File: src/rtl/hog_pkg.sv
// Shared types and constants of the gradient orientation cell histogram.
// No dependencies.
`default_nettype none
package hog_pkg;

  localparam int CELL_SIZE_DEF = 8;
  localparam int MAX_CELLS_DEF = 64;
  localparam int BINS          = 8;
  localparam int ACC_W         = 22;
  localparam int PIX_W         = 8;
  localparam int CA_W          = 6;
  localparam int CR_W          = 10;
  localparam int BIN_W         = 3;
  localparam int CFG_DATA_W    = 10;

  typedef enum logic [0:0] {
    CFG_CELLS_ACROSS = 1'b0,
    CFG_CELL_ROWS    = 1'b1
  } cfg_idx_t;

  typedef struct packed {
    logic [PIX_W-1:0] above_pixel;
    logic [PIX_W-1:0] below_pixel;
    logic [PIX_W-1:0] left_pixel;
    logic [PIX_W-1:0] right_pixel;
  } hog_in_t;

  typedef struct packed {
    logic [CR_W-1:0]  hist_row;
    logic [CA_W-1:0]  cell_column;
    logic [BIN_W-1:0] bin;
    logic [ACC_W-1:0] bin_value;
    logic             last;
  } hog_out_t;

  // One memory row: all bins of one cell.
  typedef logic [BINS-1:0][ACC_W-1:0] row_t;

  typedef struct packed {
    logic            cap0;  // take the first cell row
    logic            cap1;  // take the second cell row
    logic            go;    // start the burst
    logic            two;   // burst covers two cells
    logic [CR_W-1:0] hrow;
    logic [CA_W-1:0] col;
  } emit_ctl_t;

endpackage
`default_nettype wire

File: src/rtl/hog_emit.sv
// Burst buffer for finished cells: holds up to two cell rows and plays them
// out one bin per beat through an output register. Uses hog_pkg.
`default_nettype none
module hog_emit (
  input  wire logic                clk,
  input  wire logic                rst_n,
  input  wire hog_pkg::emit_ctl_t  ctl,
  input  wire hog_pkg::row_t       row,
  input  wire logic                out_stall,
  output logic                     out_valid,
  output hog_pkg::hog_out_t        out_data,
  output logic                     busy
);
  import hog_pkg::*;

  row_t            buf0_r, buf1_r;
  logic            act_r, act_nxt;
  logic [3:0]      ptr_r, ptr_nxt;
  logic            two_r;
  logic [CR_W-1:0] hrow_r;
  logic [CA_W-1:0] col_r;
  logic            ov_r, ov_nxt;
  hog_out_t        od_r, od_nxt;
  logic            load, fin;
  row_t            sel;

  assign load = act_r && (!ov_r || !out_stall);
  assign fin  = ptr_r == (two_r ? 4'd15 : 4'd7);
  assign sel  = ptr_r[3] ? buf1_r : buf0_r;

  always_comb begin
    act_nxt = act_r;
    ptr_nxt = ptr_r;
    ov_nxt  = ov_r;
    od_nxt  = od_r;
    if (!out_stall) begin
      ov_nxt = 1'b0;
    end
    if (load) begin
      ov_nxt             = 1'b1;
      od_nxt.hist_row    = hrow_r;
      od_nxt.cell_column = col_r + CA_W'(ptr_r[3]);
      od_nxt.bin         = ptr_r[2:0];
      od_nxt.bin_value   = sel[ptr_r[2:0]];
      od_nxt.last        = fin;
      ptr_nxt            = ptr_r + 4'd1;
      if (fin) begin
        act_nxt = 1'b0;
      end
    end
    if (ctl.go) begin
      act_nxt = 1'b1;
      ptr_nxt = '0;
    end
  end

  always_ff @(posedge clk) begin
    if (!rst_n) begin
      act_r <= 1'b0;
      ov_r  <= 1'b0;
      ptr_r <= '0;
    end else begin
      act_r <= act_nxt;
      ov_r  <= ov_nxt;
      ptr_r <= ptr_nxt;
    end
  end

  always_ff @(posedge clk) begin
    od_r <= od_nxt;
    if (ctl.cap0) begin
      buf0_r <= row;
    end
    if (ctl.cap1) begin
      buf1_r <= row;
    end
    if (ctl.go) begin
      two_r  <= ctl.two;
      hrow_r <= ctl.hrow;
      col_r  <= ctl.col;
    end
  end

  assign out_valid = ov_r;
  assign out_data  = od_r;
  assign busy      = act_r;

endmodule
`default_nettype wire

File: config.mk
export PLATFORM = sky130hd
export DESIGN_NAME = hog_emit
export DESIGN_NICKNAME = d
export VERILOG_FILES = /design/src/rtl/hog_pkg.sv /design/src/rtl/hog_emit.sv
export SDC_FILE = /design/constraint.sdc
export NUM_CORES = 1
export LEC_CHECK = 0
export ABC_AREA = 1
export BUFFER_PORTS_ARGS = -buffer_cell sky130_fd_sc_hd__buf_2
export CORE_UTILIZATION = 30
export DETAILED_ROUTE_END_ITERATION = 8
export GPL_ROUTABILITY_DRIVEN = 0
export SYNTH_ARGS = -nofsm -noshare
export SYNTH_HDL_FRONTEND = slang
export SYNTH_SLANG_ARGS = --single-unit
File: constraint.sdc
create_clock -name clk -period 5.4 [get_ports clk]
set_input_delay 0.54 -clock clk [delete_from_list [all_inputs] [get_ports clk]]
set_output_delay 0.54 -clock clk [all_outputs]
set_load 0.005 [all_outputs]
; ---- Word-level counts from Yosys, hierarchy flattened
; Index checks and enable logic that the tools add are counted.
[totals]
register_bits = 417
input_bits = 199
output_inout_bits = 44
wordCells = 50
[op_classes]
addsub = 2
order_cmp = 1
eq_ne = 2
mux = 9
bitwise_logic = 1
reduce_logical = 8
[op_table]
columns = cell, count
row1 = $mux W176, 1
row2 = $bmux W22 S3, 1
row3 = $mux W22, 1
row4 = $add A6 B1 Y6, 1
row5 = $mux W1, 5
row6 = $add A4 B1 Y4 const B, 1
row7 = $eq A4 B4 Y1, 1
row8 = $lt A3 B4 Y1 const B, 1
row9 = $mux W4, 1
row10 = $reduce_bool A2 Y1, 2
row11 = $logic_not A1 Y1, 2
row12 = $ne A2 B1 Y1 const B, 1
row13 = $reduce_and A2 Y1, 1
row14 = $reduce_or A2 Y1, 1
row15 = $logic_and A1 B1 Y1, 1
row16 = $logic_or A1 B1 Y1, 1
row17 = $not A1 Y1, 1

; ---- Depth between registers and ports, before layout
; Gate-level depths: netlist of the first run.
[logic_depth]
ltp_word = 5
mapped_depth = 11

; ---- Worst setup path before layout of the first run
; No wires, ideal clock.
[synth_timing]
kind = input to register
from = input port out_stall
to = register ptr_r[3]
setup_ns = 0.118
arrival_time_ns = 1.960
required_ns = 5.282
path_slack_ns = 3.322
path_stages = 6
n_path_buf = 0
cell_sequence = nand2_1 nand2_1 inv_1 nand3_1 o21ai_0 nor2_1
[synth_between]
elab_chain_cells = 3
[synth_rtl]
columns = element, line
row1 = start: declaration, hog_emit.sv:9  ; input wire logic out_stall,
row2 = $logic_not A1 Y1, --
row3 = $logic_or A1 B1 Y1, hog_emit.sv:27  ; assign load = act_r && (!ov_r || !out_stall);
row4 = $logic_and A1 B1 Y1, hog_emit.sv:27
row5 = via load, hog_emit.sv:24  ; logic load, fin;
row6 = end signal: assignment, hog_emit.sv:65  ; ptr_r <= ptr_nxt;
row7 = end: declaration, hog_emit.sv:18  ; logic [3:0] ptr_r, ptr_nxt;
; The timed path passes the listed nets, and every way through them passes these cells.
; A chain may end at the register's enable or synchronous reset.

; ---- Worst setup path in the final report of the first run
[layout_timing]
from = register ptr_r[3]
to = register od_r, in the netlist out_data[9], data pin
[layout_between]
elab_chain_cells = 3
[layout_rtl]
columns = element, line
row1 = $mux W176, hog_emit.sv:29  ; assign sel = ptr_r[3] ? buf1_r : buf0_r;
row2 = $bmux W22 S3, hog_emit.sv:44  ; od_nxt.bin_value = sel[ptr_r[2:0]];
row3 = $mux W22 (implied by the code), hog_emit.sv:44
row4 = end signal: assignment, hog_emit.sv:70  ; od_r <= od_nxt;
row5 = end: declaration, hog_emit.sv:23  ; hog_out_t od_r, od_nxt;
; No other way between the ends. The select of a mux whose other input is x is not followed.

==> flow_summary_export.csv, run 1 <==
group,metric,value,unit
worst_setup_path,endpoint_kind,"register",
global_routing,busiest_layer,"met2",
layout,area_delta_synth_final,20.04,%
synthesis,synth_area,17420,um^2
sta,slew_viol_final,0,
route,ant_nets,0,
sta,slew_headroom,0.2449,
worst_setup_path,r2r_slack,2.73,ns
layout,nets,2046,
layout,final_core_util,0.3674,
power_and_ir_drop,p_leak,9.437,nW
clock_tree,root_buffer,"clkbuf_16",
worst_setup_path,worstRegToRegCells,9,
power_and_ir_drop,peakVddDrop,0.2635,mV
min_path,hold_path.class,"in -> reg",
clock_tree,cts_buffers,47,
run,drv_cap,0,
layout,regArea,12470,um^2
die,die_area,59050,um^2
worst_setup_path,critPathLaunchType,"register",
sta,setup_viol,0,
worst_setup_path,worstSetupPathType,"reg -> reg",
power_and_ir_drop,power.total,7.698,mW
clock_tree,cts_hold_buffers,0,
die,rows,87,
sta,fin_crit_sh,0.4942,
layout,final_cell_mix,"nand2_1 (538), edfxtp_1 (411), inv_1 (336)",
placement,place_inst,2551,
route,drt-wirelength-per-cell,18.48,um
route,drc,0,
clock_tree,cts_buffer_depth,3,
sta,post-route-min-period,2.669,ns
min_path,worstHoldEndpoint,"col_r[5]$_DFFE_PP_",
synthesis,syn_inst,1610,
die,die_y,243,um
global_routing,grtUsageMet1,0.2152,
worst_setup_path,crit_required,5.73,ns
synthesis,synth_fp_nets,1812,
worst_setup_path,reg2reg_from,"ptr_r[3]$_SDFFE_PP0P_",
layout,final_layout_size_suffix_gt1_frac,0.1746,
worst_setup_path,path_max_fanout,90,
global_routing,antenna_found_initial,7,
die,ioPinCount,243,
route,dr.pass1.iters,5,
sta,fmax,374.7,MHz
placement,dp_hpwl,32.98,mm
clock_tree,post_cts_resize_count,0,
clock_tree,path_clk_slew,0.06,ns
die,start_util,0.3061,
sta,tightest_slew,1.131,ns
die,coreArea,56930,um^2
route,via_count,11640,
sta,final.setup.tns,0,ns
clock_tree,post_cts_buffers,0,
global_routing,track_usage,0.1635,
synthesis,ys.flop_type,"edfxtp_1",
worst_setup_path,timing.rr.end,"out_data[9]$_DFFE_PP_",
min_path,worstHoldPathCells,1,
outcome,outcome,"finished clean",
global_routing,grt.met2_usage,0.2627,
min_path,hp-start,"ctl[5]",
layout,multi_input_area,3291,um^2
synthesis,yosysWarningCount,0,
power_and_ir_drop,p_per_area,368.1,nW/um^2
layout,n_fill_cell,5575,
clock_tree,clock_sinks,417,
layout,final_cells,2639,
sta,rsz0062_at_grt,"false",
route,viasPerCell,4.409,
clock_tree,cts_tree,"yes",
global_routing,grtUsageMet3,0.03992,
synthesis,ys_async_sr_fraction,0,
synthesis,ys_seq_area_frac,0.7152,
synthesis,synth_cell_type_count,22,
global_routing,first_global_vias,11460,
route,drt_wl_total,48.77,mm
global_routing,grt_pass1_wl,71.29,mm
sta,finalHoldViolCount,0,
synthesis,synth-seq-cells,417,
global_routing,grt_max_degree,102,
layout,final_common_cell,"nand2_1",
placement,port_buffers,242,
clock_tree,cts_max_level,2,
global_routing,overflow,0,
synthesis,syn_avg_cell_area,10.82,um^2
worst_setup_path,cp.arrival,3.00,ns
die,die_w,243,um
synthesis,synth_edf_count,411,
sta,fin_worst_skew,0.02951,ns
clock_tree,clk_latency,0.58,ns
route,drtIter0Drc,877,
-- cell usage after synthesis, types with 3 or more instances --
cell	count	area, um^2
dfxtp_1	6	120.1
nor2_1	5	18.77
o21ai_0	3	15.01
buf_4	10	75.07
clkbuf_1	9	33.78
nand3_1	223	1116
buf_6	7	78.83
inv_1	337	1265
nand2_1	538	2019
ha_1	3	37.54
buf_2	38	190.2
edfxtp_1	411	12340
a21oi_1	5	25.02
buf_1	5	18.77
-- area by class of cell --
class / instances / share of cell area
Antenna cell: 4 / 0.0004786
Clock buffer: 59 / 0.06042
Clock inverter: 25 / 0.01525
Inverter: 339 / 0.06114
Multi-Input combinational cell: 785 / 0.1573
Sequential cell: 417 / 0.5962
Tap cell: 756 / 0.04522
Timing Repair Buffer: 254 / 0.06401
-- worst max-delay path, cell delays in order (launching register included) --
cell and delay (ns):
dfxtp_4 0.49, inv_6 0.60, buf_12 0.44, nand2_1 0.10
nand3_1 0.09, nand2_1 0.09, nand2_1 0.14, nand2_1 0.16
inv_1 0.12, nand2_1 0.07
-- logic make-up (layout without fill, tap and decap cells) --
| logic type | count (synthesis) | count (layout) | synth area share |
|---|---|---|---|
| buf+inv | 408 | 677 | 0.09594 |
| xor+xnor | 4 | 4 | 0.002011 |
| other cells | 0 | 4 | 0 |
| fa+ha+maj | 3 | 3 | 0.002154 |
| flops | 417 | 417 | 0.7152 |
| simple gates | 769 | 769 | 0.1820 |
| compound gates | 9 | 9 | 0.002657 |
-- report_power, final --
part	switching, mW	internal (mW)	leakage (nW)
sequential	0.0795	3.85	4.06
clock	1.29	2.00	0.767
combinational	0.317	0.166	4.61
total	1.69	6.01	9.44
-- metrics by stage --
stage | setup WS (ns) | area [um^2] | hold slack (ns)
floorplan | 3.322 | 17420 | 0.4003
global placement | 2.769 | 19320 | 0.4001
CTS | 2.766 | 20910 | 0.1080
finish | 2.731 | 20920 | 0.1445
detailed placement | 2.764 | 19320 | 0.4063
global route | 2.574 | 20910 | 0.1268
-- registers in the layout (all words and copies together) (netlist names), 4 cells and up --
register,count
buf1_r,176
buf0_r,176
hrow_r,10
ptr_r,4
col_r,6
out_data,42
-- how the worst max path moves through the flow --
stage                               start                endpoint
floorplan                       out_stall   ptr_r[3]$_SDFFE_PP0P_
global placement    ptr_r[3]$_SDFFE_PP0P_  out_data[12]$_DFFE_PP_
finish              ptr_r[3]$_SDFFE_PP0P_   out_data[9]$_DFFE_PP_
detailed placement  ptr_r[3]$_SDFFE_PP0P_   out_data[9]$_DFFE_PP_
global route        ptr_r[3]$_SDFFE_PP0P_   out_data[9]$_DFFE_PP_
CTS                 ptr_r[3]$_SDFFE_PP0P_   out_data[9]$_DFFE_PP_
-- routing by layer --
metal / vias up / wire length [um]
met4: 6 / 1254
met1: 5517 / 20490
li1: 5606 / -
met2: 431 / 23160
met3: 75 / 3824
met5: - / 33
Power figures use the tool's default switching activity.
==> run 2, diff against run 1 <==
Settings changed: ABC_AREA 1 to 0.
Clock period 5.4 ns to 2.74 ns, I/O delays scaled along.
==> run 2 against run 1 <==
Fmax is 32% higher. Global-route usage down 2.0 points. Register-to-register slack got worse by 2.0 ns. First-iteration DRC count fell by 44%. Sequential power rose by 96%. Final area increased by 1.3%. Routed wire length down 24%. Clock skew fell by 0.0076 ns. Hold slack worse by 0.092 ns. Non-clock buffer count increased by 207. Count of clock-buffer cells in the layout shrank 3. Via count is 27% lower.
==> flow_summary_export.csv, run 2 <==
group,metric,value,unit
route,drc,0,
layout,final_cell_mix,"edfxtp_1 (411), buf_2 (240), dlygate4sd3_1 (194)",
synthesis,yosysTopAreaCellShare,0.7951,
synthesis,syn_inst,685,
sta,rsz0062_at_grt,"false",
sta,fmax,493.6,MHz
die,die_w,229.5,um
synthesis,yosysMostFrequentCell,"edfxtp_1",
clock_tree,cts_max_level,2,
sta,final.setup.tns,0,ns
placement,port_buffers,242,
sta,fin_crit_sh,0.7394,
global_routing,grt_max_degree,67,
placement,place_inst,1589,
clock_tree,clock_sinks,417,
route,via_count,8467,
synthesis,synth_cell_type_count,28,
route,drtIter0Drc,487,
layout,final_common_cell,"edfxtp_1",
global_routing,grt_pass1_wl,56.28,mm
die,ioPinCount,243,
worst_setup_path,crit_buf_inv,1,
worst_setup_path,worstSetupPathType,"reg -> reg",
worst_setup_path,slowest_delay,0.56,ns
clock_tree,clk_latency,0.57,ns
clock_tree,cts_tree,"yes",
clock_tree,root_buffer,"clkbuf_16",
die,rows,82,
sta,slew_headroom,0.5779,
synthesis,synth-adder-area-share,0.002418,
synthesis,synth_fp_nets,887,
die,die_y,229.5,um
worst_setup_path,endpoint_kind,"register",
sta,fin_ws,0.7140,ns
worst_setup_path,r2r_slack,0.71,ns
worst_setup_path,cp_slowest_cell,"dfxtp_4",
worst_setup_path,path_max_fanout,31,
global_routing,first_global_vias,9509,
route,ant_nets,0,
synthesis,synth_top_family_by_area,"multiplexers",
power_and_ir_drop,p_leak,7.361,nW
synthesis,ys_async_sr_fraction,0,
synthesis,yosys.area.top_type,"edfxtp_1",
synthesis,synth_xor_area_frac,0.004514,
synthesis,synth_edf_count,411,
placement,dp_hpwl,23.43,mm
global_routing,track_usage,0.1433,
power_and_ir_drop,peakVddDrop,0.5083,mV
global_routing,antenna_found_initial,4,
synthesis,synth_area,15520,um^2
placement,place_worst_setup_slack,0.6915,ns
power_and_ir_drop,power.total,14.75,mW
sta,hold_ws,0.05291,ns
route,viasPerCell,4.533,
sta,fin_worst_skew,0.02195,ns
worst_setup_path,crit_required,3.04,ns
synthesis,ys.flop_type,"edfxtp_1",
synthesis,yosys.area_share.simple,0.006287,
synthesis,ys_seq_area_frac,0.8028,
route,dr.pass1.iters,4,
die,coreArea,50580,um^2
synthesis,yosys-top-cells-count,"edfxtp_1 (411), mux2i_1 (66), mux4_2 (66)",
worst_setup_path,crit_chain,"buf_12 > mux4_2 > a32oi_1 > o21ai_1",
synthesis,syn_avg_cell_area,22.66,um^2
synthesis,ys_top_cells_by_area,"edfxtp_1 (80%), mux4_2 (9.6%), mux2i_1 (4.3%)",
worst_setup_path,critPathLaunchType,"register",
route,drt_wl_total,37.18,mm
clock_tree,post_cts_buffers,0,
clock_tree,path_clk_slew,0.06,ns
sta,setup_viol,0,
layout,nets,1361,
layout,final_layout_size_suffix_gt1_frac,0.3367,
layout,area_delta_synth_final,36.44,%
sta,finalHoldViolCount,0,
synthesis,synth_compound_area_frac,0.03160,
synthesis,synth-seq-cells,417,
run,drv_cap,0,
global_routing,overflow,0,
synthesis,yosysWarningCount,0,
clock_tree,cts_buffers,46,
sta,post-route-min-period,2.026,ns
worst_setup_path,cp.arrival,2.33,ns
power_and_ir_drop,p_per_area,696.2,nW/um^2
clock_tree,cts_buffer_depth,3,
die,die_area,52650,um^2
sta,tightest_slew,0.6331,ns
layout,final_cells,1868,
die,start_util,0.3069,
worst_setup_path,crit_family,"flip-flops",
sta,slew_viol_final,0,
min_path,hold_path.class,"in -> reg",
outcome,outcome,"finished clean",
route,drt-wirelength-per-cell,19.90,um
synthesis,synth_mux_area_frac,0.1383,
[run 2: cell types whose count changed in the layout (fill, tap and decap cells not counted), moves of 9 or more]
| cell | change |
|---|---|
| mux2i_1 | +66 |
| buf_12 | +9 |
| a22oi_1 | +22 |
| nand2_1 | -537 |
| mux4_2 | +66 |
| nand3_1 | -220 |
| o21ai_1 | +14 |
| inv_1 | -335 |
| dlygate4sd3_1 | +194 |
| a32oi_1 | +22 |
[run 2: where the power goes]
| group | leakage [nW] | total, mW | switching [mW] | internal (mW) |
|---|---|---|---|---|
| logic | 2.59 | 0.969 | 0.436 | 0.533 |
| registers | 4.06 | 7.69 | 0.123 | 7.57 |
| clock network | 0.713 | 6.09 | 2.40 | 3.69 |
| total | 7.36 | 14.7 | 2.96 | 11.8 |
[run 2: area by class of cell]
cell class | count | area [um^2]
repair buffers | 461 | 3496
diodes | 5 | 12.51
flip-flops and latches | 417 | 12470
clock inverters | 24 | 274.0
multi-input cells | 232 | 2869
fillers | 4465 | 29400
well taps | 672 | 840.8
inverters | 1 | 3.754
clock buffers | 56 | 1210
[run 2: stage by stage]
stage,cell area (um^2),util
2_1_floorplan,15530,-
3_3_place_gp,17740,0.3507
3_5_place_dp,17740,0.3507
4_1_cts,21170,0.4185
5_1_grt,21170,0.4186
6_report,21180,0.4187
[run 2: worst paths after layout]
kind / start / to / cells past startpoint
setup / recovery: ptr_r[3]$_SDFFE_PP0P_ / out_data[18]$_DFFE_PP_ / 4
hold / removal: out_stall / out_valid$_SDFFE_PN0P_ / 3
setup reg to reg: ptr_r[3]$_SDFFE_PP0P_ / out_data[18]$_DFFE_PP_ / 4
hold reg to reg: hrow_r[6]$_DFFE_PP_ / out_data[38]$_DFFE_PP_ / 0
[run 2: cells by family after synthesis]
group,count (synthesis)
compound gates,70
xor+xnor,8
fa+ha+maj,3
buf+inv,36
flops,417
mux,132
simple gates,19
[run 2: worst reg2reg max path: stages (launching register included)]
cell and delay, ns:
dfxtp_4 0.56, buf_12 0.33, mux4_2 0.57, a32oi_1 0.21, o21ai_1 0.08
[run 2: timing repair]
item                                    CTS  global route
endpoints found under the hold margin   371             0
hold buffers                            194             0
endpoints found under the setup margin    0             0
gates resized for setup                   0             0
[run 2: metal layers]
layer | track usage | wire length [um]
met5 | 0 | 11
met3 | 0.03200 | 2129
met2 | 0.2534 | 19270
met1 | 0.1723 | 14980
met4 | 0.04542 | 784
